**config.mk**
```make
export PLATFORM = sky130hd
export DESIGN_NAME = drive_pid_position_controller_top
export DESIGN_NICKNAME = d
export VERILOG_FILES = /design/src/sv/dpc_pkg.sv /design/src/sv/dpc_div.sv /design/src/sv/dpc_datapath.sv /design/src/sv/dpc_ctrl.sv /design/src/sv/drive_pid_position_controller_top.sv
export VERILOG_INCLUDE_DIRS = /design/src /design/src/sv
export SDC_FILE = /design/constraint.sdc
export NUM_CORES = 2
export LEC_CHECK = 0
export ABC_AREA = 1
export BUFFER_PORTS_ARGS = -buffer_cell sky130_fd_sc_hd__buf_2
export CAP_MARGIN = 20
export CORE_ASPECT_RATIO = 0.6
export CORE_UTILIZATION = 60
export CTS_CLUSTER_DIAMETER = 120
export DETAILED_ROUTE_END_ITERATION = 8
export GPL_ROUTABILITY_DRIVEN = 0
export PLACE_DENSITY = 0.76
export SLEW_MARGIN = 5
export SYNTH_ARGS = -nofsm -noshare
export SYNTH_HDL_FRONTEND = slang
export SYNTH_SLANG_ARGS = --single-unit
```
**constraint.sdc**
```tcl
create_clock -name aclk -period 15.8 [get_ports aclk]
set_input_delay 1.58 -clock aclk [delete_from_list [all_inputs] [get_ports aclk]]
set_output_delay 1.58 -clock aclk [all_outputs]
set_load 0.03 [all_outputs]
```
**src/sv/drive_pid_position_controller_top_macros.svh**
```systemverilog
// Assertion shorthands shared by the controller modules.
`ifndef DRIVE_PID_POSITION_CONTROLLER_TOP_MACROS_SVH
`define DRIVE_PID_POSITION_CONTROLLER_TOP_MACROS_SVH

// Same-cycle implication, checked outside reset.
`define DPC_ASSERT_NOW(label, ante, cons, msg) \
    label: assert property (@(posedge aclk) disable iff (!aresetn) (ante) |-> (cons)) \
        else $error(msg);

// Next-cycle implication, checked outside reset.
`define DPC_ASSERT_NEXT(label, ante, cons, msg) \
    label: assert property (@(posedge aclk) disable iff (!aresetn) (ante) |=> (cons)) \
        else $error(msg);

`endif

```
**src/sv/dpc_pkg.sv**
```systemverilog
package dpc_pkg;

    // Operation codes of an input item.
    typedef enum logic [1:0] {
        OP_TICK           = 2'd0,
        OP_START_STRAIGHT = 2'd1,
        OP_START_TURN     = 2'd2,
        OP_RESERVED       = 2'd3
    } dpc_op_t;

    // Configuration register indexes.
    localparam int unsigned CfgIndexWidth = 3;
    localparam int unsigned CfgDataWidth  = 31;
    localparam logic [CfgIndexWidth-1:0] REG_GAIN_P         = 3'd0;
    localparam logic [CfgIndexWidth-1:0] REG_GAIN_I         = 3'd1;
    localparam logic [CfgIndexWidth-1:0] REG_GAIN_D         = 3'd2;
    localparam logic [CfgIndexWidth-1:0] REG_POWER_SCALE    = 3'd3;
    localparam logic [CfgIndexWidth-1:0] REG_MOVE_SCALE     = 3'd4;
    localparam logic [CfgIndexWidth-1:0] REG_TURN_SCALE     = 3'd5;
    localparam logic [CfgIndexWidth-1:0] REG_EXIT_THRESHOLD = 3'd6;

    // Divider sizes: dividend is the error magnitude shifted up by 16 bits.
    localparam int unsigned DivNWidth = 48;
    localparam int unsigned DivDWidth = 32;

    // Commands from the controller to the datapath.
    typedef enum logic [3:0] {
        CMD_NONE,
        CMD_LOAD_START,
        CMD_LATCH,
        CMD_STEP_MUL,
        CMD_POS,
        CMD_ERR,
        CMD_DIV_START,
        CMD_DIV_LOAD,
        CMD_PS_MUL,
        CMD_PS_DONE,
        CMD_MUL_P,
        CMD_MUL_I,
        CMD_MUL_D,
        CMD_ACC,
        CMD_FINISH
    } dpc_cmd_t;

    // Status from the datapath to the controller.
    typedef struct packed {
        logic active;
        logic sp_zero;
        logic div_done;
        logic out_free;
    } dpc_status_t;

    // Saturate a wide signed value to 32 bits.
    function automatic logic signed [31:0] sat32(input logic signed [63:0] v);
        logic signed [31:0] r;
        if (v > 64'sh0000_0000_7FFF_FFFF) begin
            r = 32'sh7FFF_FFFF;
        end else if (v < -64'sh0000_0000_8000_0000) begin
            r = 32'sh8000_0000;
        end else begin
            r = v[31:0];
        end
        return r;
    endfunction

    // Divide by 2^16, truncating toward zero.
    function automatic logic signed [63:0] trunc_q16(input logic signed [63:0] v);
        logic signed [63:0] adj;
        adj = v + (v[63] ? 64'sd65535 : 64'sd0);
        return adj >>> 16;
    endfunction

endpackage

```
**src/sv/dpc_div.sv**
```systemverilog
module dpc_div (
    input  logic                             aclk,
    input  logic                             aresetn,
    input  logic                             start,
    input  logic [dpc_pkg::DivNWidth-1:0]    dividend,
    input  logic [dpc_pkg::DivDWidth-1:0]    divisor,
    output logic                             done,
    output logic [dpc_pkg::DivNWidth-1:0]    quotient
);

    localparam int unsigned CountWidth = $clog2(dpc_pkg::DivNWidth);
    localparam logic [CountWidth-1:0] LastStep = CountWidth'(dpc_pkg::DivNWidth - 1);

    logic [dpc_pkg::DivNWidth-1:0] quo_reg;
    logic [dpc_pkg::DivDWidth-1:0] rem_reg;
    logic [dpc_pkg::DivDWidth-1:0] divisor_reg;
    logic [CountWidth-1:0]         count_reg;
    logic                          busy_reg;
    logic                          done_reg;
    logic [dpc_pkg::DivDWidth+1:0] trial;
    logic                          fits;
    logic [dpc_pkg::DivDWidth-1:0] rem_next;

    // One restoring step: shift in the next dividend bit and try a subtract.
    always_comb begin
        trial = {1'b0, rem_reg, quo_reg[dpc_pkg::DivNWidth-1]} - {2'b00, divisor_reg};
        fits  = !trial[dpc_pkg::DivDWidth+1];
        rem_next = fits ? trial[dpc_pkg::DivDWidth-1:0]
                        : {rem_reg[dpc_pkg::DivDWidth-2:0], quo_reg[dpc_pkg::DivNWidth-1]};
    end

    always_ff @(posedge aclk) begin
        if (!aresetn) begin
            busy_reg  <= 1'b0;
            done_reg  <= 1'b0;
            count_reg <= '0;
        end else begin
            done_reg <= 1'b0;
            if (start) begin
                busy_reg  <= 1'b1;
                count_reg <= LastStep;
            end else if (busy_reg) begin
                count_reg <= count_reg - 1'b1;
                if (count_reg == '0) begin
                    busy_reg <= 1'b0;
                    done_reg <= 1'b1;
                end
            end
        end
    end

    // Quotient and remainder shift registers.
    always_ff @(posedge aclk) begin
        if (start) begin
            quo_reg     <= dividend;
            rem_reg     <= '0;
            divisor_reg <= divisor;
        end else if (busy_reg) begin
            quo_reg <= {quo_reg[dpc_pkg::DivNWidth-2:0], fits};
            rem_reg <= rem_next;
        end
    end

    assign done     = done_reg;
    assign quotient = quo_reg;

endmodule

```
**src/sv/dpc_datapath.sv**
```systemverilog
`include "drive_pid_position_controller_top_macros.svh"

module dpc_datapath (
    input  logic                                   aclk,
    input  logic                                   aresetn,
    input  dpc_pkg::dpc_cmd_t                      cmd,
    output dpc_pkg::dpc_status_t                   status,
    input  logic [1:0]                             s_operation,
    input  logic signed [31:0]                     s_target,
    input  logic signed [23:0]                     s_left_count,
    input  logic signed [23:0]                     s_right_count,
    input  logic                                   cfg_write_en,
    input  logic [dpc_pkg::CfgIndexWidth-1:0]      cfg_index,
    input  logic [dpc_pkg::CfgDataWidth-1:0]       cfg_data,
    output logic                                   m_valid,
    input  logic                                   m_ready,
    output logic signed [31:0]                     m_motor_power,
    output logic signed [31:0]                     m_position_error,
    output logic                                   m_finished
);

    // Configuration registers.
    logic signed [23:0] gain_p_reg, gain_i_reg, gain_d_reg;
    logic        [16:0] power_scale_reg;
    logic        [23:0] move_scale_reg, turn_scale_reg;
    logic        [30:0] exit_threshold_reg;

    // Controller state and working registers.
    logic signed [31:0] sp_reg, pos_reg, sum_reg, last_reg, err_reg, deriv_reg, prop_reg;
    logic signed [23:0] left_reg, right_reg;
    logic               turn_reg, active_reg, q_neg_reg;
    logic signed [57:0] prod_reg, acc_reg;
    logic               m_valid_reg, m_finished_reg;
    logic signed [31:0] m_power_reg, m_error_reg;

    logic signed [32:0] mul_a;
    logic signed [24:0] mul_b;
    logic signed [24:0] sum_lr, diff_lr, avg_lr;
    logic signed [31:0] step_sat, pos_next, err_next, sum_next, deriv_next;
    logic signed [31:0] prop_div, prop_scaled, power_next, thr;
    logic signed [63:0] prop_trunc;
    logic        [31:0] err_mag, sp_mag;
    logic signed [63:0] q_signed;
    logic               done_next, div_done;
    logic [dpc_pkg::DivNWidth-1:0] div_quot;

    // Configuration writes; unknown indexes are dropped.
    always_ff @(posedge aclk) begin
        if (!aresetn) begin
            gain_p_reg         <= 24'sd65536;
            gain_i_reg         <= 24'sd65536;
            gain_d_reg         <= 24'sd65536;
            power_scale_reg    <= 17'd55706;
            move_scale_reg     <= 24'd65536;
            turn_scale_reg     <= 24'd65536;
            exit_threshold_reg <= 31'd6554;
        end else if (cfg_write_en) begin
            unique case (cfg_index)
                dpc_pkg::REG_GAIN_P:         gain_p_reg         <= cfg_data[23:0];
                dpc_pkg::REG_GAIN_I:         gain_i_reg         <= cfg_data[23:0];
                dpc_pkg::REG_GAIN_D:         gain_d_reg         <= cfg_data[23:0];
                dpc_pkg::REG_POWER_SCALE:    power_scale_reg    <= cfg_data[16:0];
                dpc_pkg::REG_MOVE_SCALE:     move_scale_reg     <= cfg_data[23:0];
                dpc_pkg::REG_TURN_SCALE:     turn_scale_reg     <= cfg_data[23:0];
                dpc_pkg::REG_EXIT_THRESHOLD: exit_threshold_reg <= cfg_data;
                default: ;
            endcase
        end
    end

    // Wheel average (truncated toward zero) and wheel difference.
    always_comb begin
        sum_lr  = 25'(left_reg) + 25'(right_reg);
        diff_lr = 25'(left_reg) - 25'(right_reg);
        avg_lr  = (sum_lr + $signed({24'b0, sum_lr[24]})) >>> 1;
    end

    // Operand selection for the shared multiplier.
    always_comb begin
        unique case (cmd)
            dpc_pkg::CMD_STEP_MUL: begin
                mul_a = turn_reg ? 33'(diff_lr) : 33'(avg_lr);
                mul_b = turn_reg ? $signed({1'b0, turn_scale_reg})
                                 : $signed({1'b0, move_scale_reg});
            end
            dpc_pkg::CMD_PS_MUL: begin
                mul_a = 33'(prop_reg);
                mul_b = $signed({8'b0, power_scale_reg});
            end
            dpc_pkg::CMD_MUL_P: begin
                mul_a = 33'(prop_reg);
                mul_b = 25'(gain_p_reg);
            end
            dpc_pkg::CMD_MUL_I: begin
                mul_a = 33'(sum_reg);
                mul_b = 25'(gain_i_reg);
            end
            dpc_pkg::CMD_MUL_D: begin
                mul_a = 33'(deriv_reg);
                mul_b = 25'(gain_d_reg);
            end
            default: begin
                mul_a = '0;
                mul_b = '0;
            end
        endcase
    end

    // Arithmetic of one control step; sums, differences and results saturate to 32 bits.
    always_comb begin
        step_sat    = dpc_pkg::sat32(64'(prod_reg));
        pos_next    = dpc_pkg::sat32(64'(pos_reg) + 64'(step_sat));
        err_next    = dpc_pkg::sat32(64'(sp_reg) - 64'(pos_reg));
        sum_next    = dpc_pkg::sat32(64'(sum_reg) + 64'(err_reg));
        deriv_next  = dpc_pkg::sat32(64'(err_reg) - 64'(last_reg));
        err_mag     = err_reg[31] ? (~err_reg + 32'd1) : err_reg;
        sp_mag      = sp_reg[31] ? (~sp_reg + 32'd1) : sp_reg;
        q_signed    = q_neg_reg ? -$signed({16'b0, div_quot}) : $signed({16'b0, div_quot});
        prop_div    = dpc_pkg::sat32(q_signed);
        prop_trunc  = dpc_pkg::trunc_q16(64'(prod_reg));
        prop_scaled = prop_trunc[31:0];
        power_next  = dpc_pkg::sat32(dpc_pkg::trunc_q16(64'(acc_reg)));
        thr         = $signed({1'b0, exit_threshold_reg});
        done_next   = (err_reg <= thr) && (deriv_reg <= thr);
    end

    dpc_div u_div (
        .aclk     (aclk),
        .aresetn  (aresetn),
        .start    ((cmd == dpc_pkg::CMD_DIV_START) && (sp_reg != '0)),
        .dividend ({err_mag, 16'b0}),
        .divisor  (sp_mag),
        .done     (div_done),
        .quotient (div_quot)
    );

    // Control state: mode, arming and the output slot.
    always_ff @(posedge aclk) begin
        if (!aresetn) begin
            active_reg  <= 1'b0;
            turn_reg    <= 1'b0;
            m_valid_reg <= 1'b0;
        end else begin
            if (cmd == dpc_pkg::CMD_LOAD_START) begin
                active_reg <= 1'b1;
                turn_reg   <= (dpc_pkg::dpc_op_t'(s_operation) == dpc_pkg::OP_START_TURN);
            end
            if (cmd == dpc_pkg::CMD_FINISH) begin
                m_valid_reg <= 1'b1;
                if (done_next) begin
                    active_reg <= 1'b0;
                end
            end else if (m_valid_reg && m_ready) begin
                m_valid_reg <= 1'b0;
            end
        end
    end

    // Working registers, stepped by the controller.
    always_ff @(posedge aclk) begin
        if (!aresetn) begin
            sp_reg   <= '0;
            pos_reg  <= '0;
            sum_reg  <= '0;
            last_reg <= '0;
        end else begin
            unique case (cmd)
                dpc_pkg::CMD_LOAD_START: begin
                    sp_reg   <= s_target;
                    pos_reg  <= '0;
                    sum_reg  <= '0;
                    last_reg <= '0;
                end
                dpc_pkg::CMD_POS: pos_reg <= pos_next;
                dpc_pkg::CMD_DIV_START: sum_reg <= sum_next;
                dpc_pkg::CMD_FINISH: begin
                    last_reg <= err_reg;
                    if (done_next) begin
                        pos_reg <= '0;
                    end
                end
                default: ;
            endcase
        end
    end

    // Payload registers without reset.
    always_ff @(posedge aclk) begin
        if (cmd == dpc_pkg::CMD_STEP_MUL || cmd == dpc_pkg::CMD_PS_MUL ||
            cmd == dpc_pkg::CMD_MUL_P || cmd == dpc_pkg::CMD_MUL_I ||
            cmd == dpc_pkg::CMD_MUL_D) begin
            prod_reg <= mul_a * mul_b;
        end
        unique case (cmd)
            dpc_pkg::CMD_LATCH: begin
                left_reg  <= s_left_count;
                right_reg <= s_right_count;
            end
            dpc_pkg::CMD_ERR: err_reg <= err_next;
            dpc_pkg::CMD_DIV_START: begin
                deriv_reg <= deriv_next;
                q_neg_reg <= err_reg[31] ^ sp_reg[31];
            end
            dpc_pkg::CMD_DIV_LOAD: prop_reg <= prop_div;
            dpc_pkg::CMD_PS_DONE: prop_reg <= (sp_reg == '0) ? '0 : prop_scaled;
            dpc_pkg::CMD_MUL_I: acc_reg <= prod_reg;
            dpc_pkg::CMD_MUL_D: acc_reg <= acc_reg + prod_reg;
            dpc_pkg::CMD_ACC: acc_reg <= acc_reg + prod_reg;
            dpc_pkg::CMD_FINISH: begin
                m_power_reg    <= power_next;
                m_error_reg    <= err_reg;
                m_finished_reg <= done_next;
            end
            default: ;
        endcase
    end

    assign status.active   = active_reg;
    assign status.sp_zero  = (sp_reg == '0);
    assign status.div_done = div_done;
    assign status.out_free = !m_valid_reg || m_ready;

    assign m_valid          = m_valid_reg;
    assign m_motor_power    = m_power_reg;
    assign m_position_error = m_error_reg;
    assign m_finished       = m_finished_reg;

    // A finishing tick disarms the loop and clears the position.
    `DPC_ASSERT_NEXT(a_done_disarms, (cmd == dpc_pkg::CMD_FINISH) && done_next, !active_reg && (pos_reg == '0), "finished tick left controller armed")
    // A result is only written into a free output slot.
    `DPC_ASSERT_NOW(a_no_overwrite, cmd == dpc_pkg::CMD_FINISH, !m_valid_reg || m_ready, "result overwrote pending item")
    // The divider never runs on a zero setpoint.
    `DPC_ASSERT_NOW(a_div_nonzero, div_done, sp_reg != '0, "divider ran on zero setpoint")

endmodule

```
**src/sv/dpc_ctrl.sv**
```systemverilog
`include "drive_pid_position_controller_top_macros.svh"

module dpc_ctrl (
    input  logic                 aclk,
    input  logic                 aresetn,
    input  logic                 s_valid,
    output logic                 s_ready,
    input  logic [1:0]           s_operation,
    input  dpc_pkg::dpc_status_t status,
    output dpc_pkg::dpc_cmd_t    cmd
);

    typedef enum logic [3:0] {
        ST_IDLE,
        ST_STEP_MUL,
        ST_POS,
        ST_ERR,
        ST_DIV_START,
        ST_DIV_WAIT,
        ST_PS_MUL,
        ST_PS_DONE,
        ST_MUL_P,
        ST_MUL_I,
        ST_MUL_D,
        ST_ACC,
        ST_FINISH
    } state_t;

    state_t state_reg, state_next;
    dpc_pkg::dpc_op_t op;

    assign op      = dpc_pkg::dpc_op_t'(s_operation);
    assign s_ready = (state_reg == ST_IDLE);

    // Start items in idle, and the sequence of one tick through the shared datapath.
    always_comb begin
        state_next = state_reg;
        cmd        = dpc_pkg::CMD_NONE;
        unique case (state_reg)
            ST_IDLE: begin
                if (s_valid) begin
                    if (op == dpc_pkg::OP_START_STRAIGHT || op == dpc_pkg::OP_START_TURN) begin
                        cmd = dpc_pkg::CMD_LOAD_START;
                    end else if (op == dpc_pkg::OP_TICK && status.active) begin
                        cmd        = dpc_pkg::CMD_LATCH;
                        state_next = ST_STEP_MUL;
                    end
                end
            end
            ST_STEP_MUL: begin
                cmd        = dpc_pkg::CMD_STEP_MUL;
                state_next = ST_POS;
            end
            ST_POS: begin
                cmd        = dpc_pkg::CMD_POS;
                state_next = ST_ERR;
            end
            ST_ERR: begin
                cmd        = dpc_pkg::CMD_ERR;
                state_next = ST_DIV_START;
            end
            ST_DIV_START: begin
                cmd        = dpc_pkg::CMD_DIV_START;
                state_next = status.sp_zero ? ST_PS_DONE : ST_DIV_WAIT;
            end
            ST_DIV_WAIT: begin
                if (status.div_done) begin
                    cmd        = dpc_pkg::CMD_DIV_LOAD;
                    state_next = ST_PS_MUL;
                end
            end
            ST_PS_MUL: begin
                cmd        = dpc_pkg::CMD_PS_MUL;
                state_next = ST_PS_DONE;
            end
            ST_PS_DONE: begin
                cmd        = dpc_pkg::CMD_PS_DONE;
                state_next = ST_MUL_P;
            end
            ST_MUL_P: begin
                cmd        = dpc_pkg::CMD_MUL_P;
                state_next = ST_MUL_I;
            end
            ST_MUL_I: begin
                cmd        = dpc_pkg::CMD_MUL_I;
                state_next = ST_MUL_D;
            end
            ST_MUL_D: begin
                cmd        = dpc_pkg::CMD_MUL_D;
                state_next = ST_ACC;
            end
            ST_ACC: begin
                cmd        = dpc_pkg::CMD_ACC;
                state_next = ST_FINISH;
            end
            ST_FINISH: begin
                if (status.out_free) begin
                    cmd        = dpc_pkg::CMD_FINISH;
                    state_next = ST_IDLE;
                end
            end
            default: state_next = ST_IDLE;
        endcase
    end

    always_ff @(posedge aclk) begin
        if (!aresetn) begin
            state_reg <= ST_IDLE;
        end else begin
            state_reg <= state_next;
        end
    end

    // The divider only reports while the sequencer waits for it.
    `DPC_ASSERT_NOW(a_div_done_waited, status.div_done, state_reg == ST_DIV_WAIT, "divider result arrived unexpectedly")

endmodule

```
**src/sv/drive_pid_position_controller_top.sv**
```systemverilog
// Channel  | Direction | Handshake         | Payload
// input    | in        | s_valid / s_ready | s_operation, s_target, s_left_count, s_right_count
// result   | out       | m_valid / m_ready | m_motor_power, m_position_error, m_finished
// config   | in        | cfg_write_en      | cfg_index, cfg_data
//
// A tick item passes the sequencer states from accept to result; most of its time goes to
// the 48-step restoring divider that normalizes the error by the setpoint, which is skipped
// with a zero setpoint. Start items and ignored items are handled in the idle state.
// The next item is accepted once the current tick has written its result, even
// while that result still waits in the output register.
// Reset is synchronous and active low; it loads the register defaults and disarms.
module drive_pid_position_controller_top (
    input  logic                                aclk,
    input  logic                                aresetn,
    input  logic                                s_valid,
    output logic                                s_ready,
    input  logic [1:0]                          s_operation,
    input  logic signed [31:0]                  s_target,
    input  logic signed [23:0]                  s_left_count,
    input  logic signed [23:0]                  s_right_count,
    output logic                                m_valid,
    input  logic                                m_ready,
    output logic signed [31:0]                  m_motor_power,
    output logic signed [31:0]                  m_position_error,
    output logic                                m_finished,
    input  logic                                cfg_write_en,
    input  logic [dpc_pkg::CfgIndexWidth-1:0]   cfg_index,
    input  logic [dpc_pkg::CfgDataWidth-1:0]    cfg_data
);

    dpc_pkg::dpc_cmd_t    cmd;
    dpc_pkg::dpc_status_t status;

    dpc_ctrl u_ctrl (
        .aclk        (aclk),
        .aresetn     (aresetn),
        .s_valid     (s_valid),
        .s_ready     (s_ready),
        .s_operation (s_operation),
        .status      (status),
        .cmd         (cmd)
    );

    dpc_datapath u_datapath (
        .aclk             (aclk),
        .aresetn          (aresetn),
        .cmd              (cmd),
        .status           (status),
        .s_operation      (s_operation),
        .s_target         (s_target),
        .s_left_count     (s_left_count),
        .s_right_count    (s_right_count),
        .cfg_write_en     (cfg_write_en),
        .cfg_index        (cfg_index),
        .cfg_data         (cfg_data),
        .m_valid          (m_valid),
        .m_ready          (m_ready),
        .m_motor_power    (m_motor_power),
        .m_position_error (m_position_error),
        .m_finished       (m_finished)
    );

endmodule
```
==> metrics.md <==
| Metric | Value |
|---|---|
| RR Endpoint | `u_datapath.prod_reg[57]` |
| Tot Pwr | `10.4 mW` |
| Initial antenna violation count | `14` |
| Total grt overflow | `0` |
| Relative slew slack | `16.5%` |
| Max_cap viols | `0` |
| Worst stage delay on the critical path | `0.78 ns` |
| Area of the core | `137000 µm²` |
| Tmin final | `10.93 ns` |
| Critical-path top delay cell | `fa_1` |
| FMAX | `91.5 MHz` |
| Routed via count | `80400` |
| Nets | `12600` |
| Fin cells | `13000` |
| Largest net degree at the start of global routing | `112` |
| CTS clk-pin slew, worst paths | `0.07 ns` |
| Crit Reg-Reg Startpoint | `u_datapath.right_reg[0]` |
| Crit path kind | `reg2reg` |
| Root Buffer | `clkbuf_16` |
| Worst skew pair latency | `0.72 ns` |
| Synth Instances | `11100` |
| # setup viols final | `0` |
| Worst slew pin tran | `1.24 ns` |
| Post-DP HPWL | `235 mm` |
| Status | `finished, final reports clean` |
| Pre-CTS setup slack | `5.36 ns` |
| Fin util | `64.6%` |
| Clock skew | `0.0539 ns` |
| Dpl cells | `12800` |
| CP arrival | `11.36 ns` |
| Vias in the first global route | `74000` |
| Die width | `481 µm` |
| First-pass GRT wire length | `446 mm` |
| Period utilization | `69.1%` |
| GR Util All Layers | `42.5%` |
| # Post-CTS Setup Buffers | `0` |
| Syn-to-layout area delta | `6.88%` |
| Worst-path fanout max | `17` |
| Crit path max-delay family | `adder cells` |
| RSZ-0062 raised after global routing | `no` |
| Starting Density | `60.4%` |
| ANT nets after route | `0` |
| R2r setup slk | `4.88 ns` |
| Power Density | `117 nW/µm²` |
| Port Buffers | `187` |
| Num rows | `105` |
| End point of the critical path | `u_datapath.prod_reg[57]` |
| Final instance area | `88200 µm²` |
| Most used cell, CP | `nand2_1` |
| Post-cts sizing count | `0` |
| Slew Viols, Final | `0` |
| Register area share after synthesis | `22.9%` |
| Hold_buf cts | `0` |
| Crit path from | `u_datapath.right_reg[0]` |
| H-tree depth | `3` |
| Worst vdd ir | `179 µV` |
| Worst Hold Class | `reg2reg` |
| Top Ports | `188` |
| Via density | `6.18` |
| TNS Setup | `0 ns` |
| Die area | `139000 µm²` |
| Max clock buf depth | `3` |
| Buffers and inverters on the worst path | `9` |
| CTS tree | `yes` |
| Net Count, Synth | `12600` |
| Crit path required time | `16.24 ns` |
| Final wirelength | `300 mm` |
| P_leak | `42.1 nW` |
| Fill count | `11900` |
| Number of synthesized flops with an enable pin | `390` |
| Yosys reg bits | `749` |
| Worst R2R Path Depth | `50` |
| Clock sink count | `749` |
| Die Y | `289 µm` |
| Fin worst setup slack | `4.88 ns` |
| Post-route DRC | `0` |
| First-pass DRT Iterations | `9` |
| Layout cell share with drive strength beyond 1 | `5.61%` |
| CP endpoint kind | `flop` |
| Total stage count of the critical path | `50` |
| Unique masters post-synth | `69` |
| Total number of yosys warnings | `0` |
| Routed len/inst | `23.1 µm` |
| Inserted Clock Buffers | `77` |
| Synth Flop Type | `edfxtp_1` |
| Worst setup SP type | `flop` |
| Post-synth design cell area | `82600 µm²` |
| Initial drt markers | `13100` |
| Ys async rst share | `0%` |
| Final Hold Vio Count | `0` |
| Avg Cell Area, Syn | `7.44 µm²` |
| Placed cell area | `85200 µm²` |
| Hold Slack | `0.449 ns` |
## cells by family after synthesis
family	count (synthesis)	synth area share (%)
XOR/XNOR	311	3.31
buffers and inverters	2363	11.0
adder cells (fa/ha/maj)	1355	28.1
AND/OR/NAND/NOR	4319	21.5
flip-flops	749	22.9
AO/OA/AOI/OAI	1999	13.2
## power by group
part	switching, mW	leakage [nW]	internal, mW
registers	0.430	6.48	2.51
clock network	0.877	1.38	1.19
logic	3.77	34.2	1.58
total	5.08	42.1	5.29
## metal layers
layer / track usage, % / vias up / share of wire [%]
met3: 25.4 / 1015 / 21
met4: 13.8 / 38 / 4.2
met5: 6.38 / - / 0.48
met1: 58.8 / 37400 / 39
met2: 53.0 / 6544 / 36
li1: - / 35400 / -
## cell usage in the layout (no fill, tap or decap), drive strengths merged, types with 15 or more instances in the layout
cell,count
ha,521
nand4,98
edfxtp,390
a31oi,53
a221oi,38
xor2,213
buf,303
o21ai,687
nand2,2337
a211oi,21
nand3,442
nor4,44
nand3b,18
nor3,130
fa,834
o22ai,59
clkinv,31
diode,15
nor2,1183
or2,32
clkbuf,104
dfxtp,359
o21bai,30
inv,1984
and2,18
a21o,30
xnor2,98
o21a,26
a21oi,961
o211ai,34
a21boi,19
## cell type report
class                   count  area [µm²]  share of cell area (%)
inverters                1991        7470                    8.47
well taps                1819        2280                    2.58
clock inverters            38         614                   0.696
repair buffers            304        1900                    2.15
flip-flops and latches    749       18900                    21.4
clock buffers             103        2230                    2.53
multi-input cells        7984       54800                    62.1
diodes                     15        37.5                  0.0425
## synth_stat cells, types with 18 or more instances
| master | count | area, µm² |
|---|---|---|
| o21bai_1 | 30 | 225 |
| o21ai_1 | 18 | 90.1 |
| nand3_1 | 435 | 2180 |
| xnor2_1 | 98 | 858 |
| buf_2 | 84 | 420 |
| clkbuf_1 | 246 | 923 |
| buf_1 | 19 | 71.3 |
| a211oi_1 | 21 | 158 |
| nor2_2 | 18 | 113 |
| nand2_2 | 39 | 244 |
| or2_2 | 31 | 194 |
| a221oi_1 | 36 | 315 |
| o22ai_1 | 59 | 369 |
| inv_1 | 1932 | 7250 |
| nand3b_1 | 18 | 135 |
| o21ai_0 | 666 | 3330 |
| nand2_1 | 2294 | 8610 |
| a21o_1 | 30 | 225 |
| buf_4 | 18 | 135 |
| a31oi_1 | 53 | 332 |
| nor2_1 | 1161 | 4360 |
| nor4_1 | 44 | 275 |
| o211ai_1 | 34 | 255 |
| inv_2 | 46 | 173 |
| fa_1 | 834 | 16700 |
| edfxtp_1 | 390 | 11700 |
| dfxtp_1 | 359 | 7190 |
| o21a_1 | 26 | 195 |
| ha_1 | 521 | 6520 |
| xor2_1 | 212 | 1860 |
| nand4_1 | 97 | 607 |
| nor3_1 | 129 | 646 |
| a21oi_1 | 960 | 4800 |
## how the worst min path moves through the flow
stage,startpoint,slack (ns),endpoint,cells past startpoint
floorplan,u_datapath.gain_p_reg[17],0.42,u_datapath.gain_p_reg[17],2
global placement,u_datapath.gain_p_reg[22],0.44,u_datapath.gain_p_reg[22],2
detailed placement,u_datapath.gain_p_reg[19],0.44,u_datapath.gain_p_reg[19],2
CTS,u_datapath.gain_p_reg[19],0.45,u_datapath.gain_p_reg[19],2
global route,u_datapath.gain_p_reg[19],0.47,u_datapath.gain_p_reg[19],2
finish,u_datapath.gain_p_reg[18],0.45,u_datapath.gain_p_reg[18],2
## tightest hold or removal path: cells and delay by family, from the launching register on
family,cells,cell delay (ns)
flops,1,0.30
buf+inv,1,0.05
compound gates,1,0.05
Note: power is estimated with default switching activity, not from simulation.
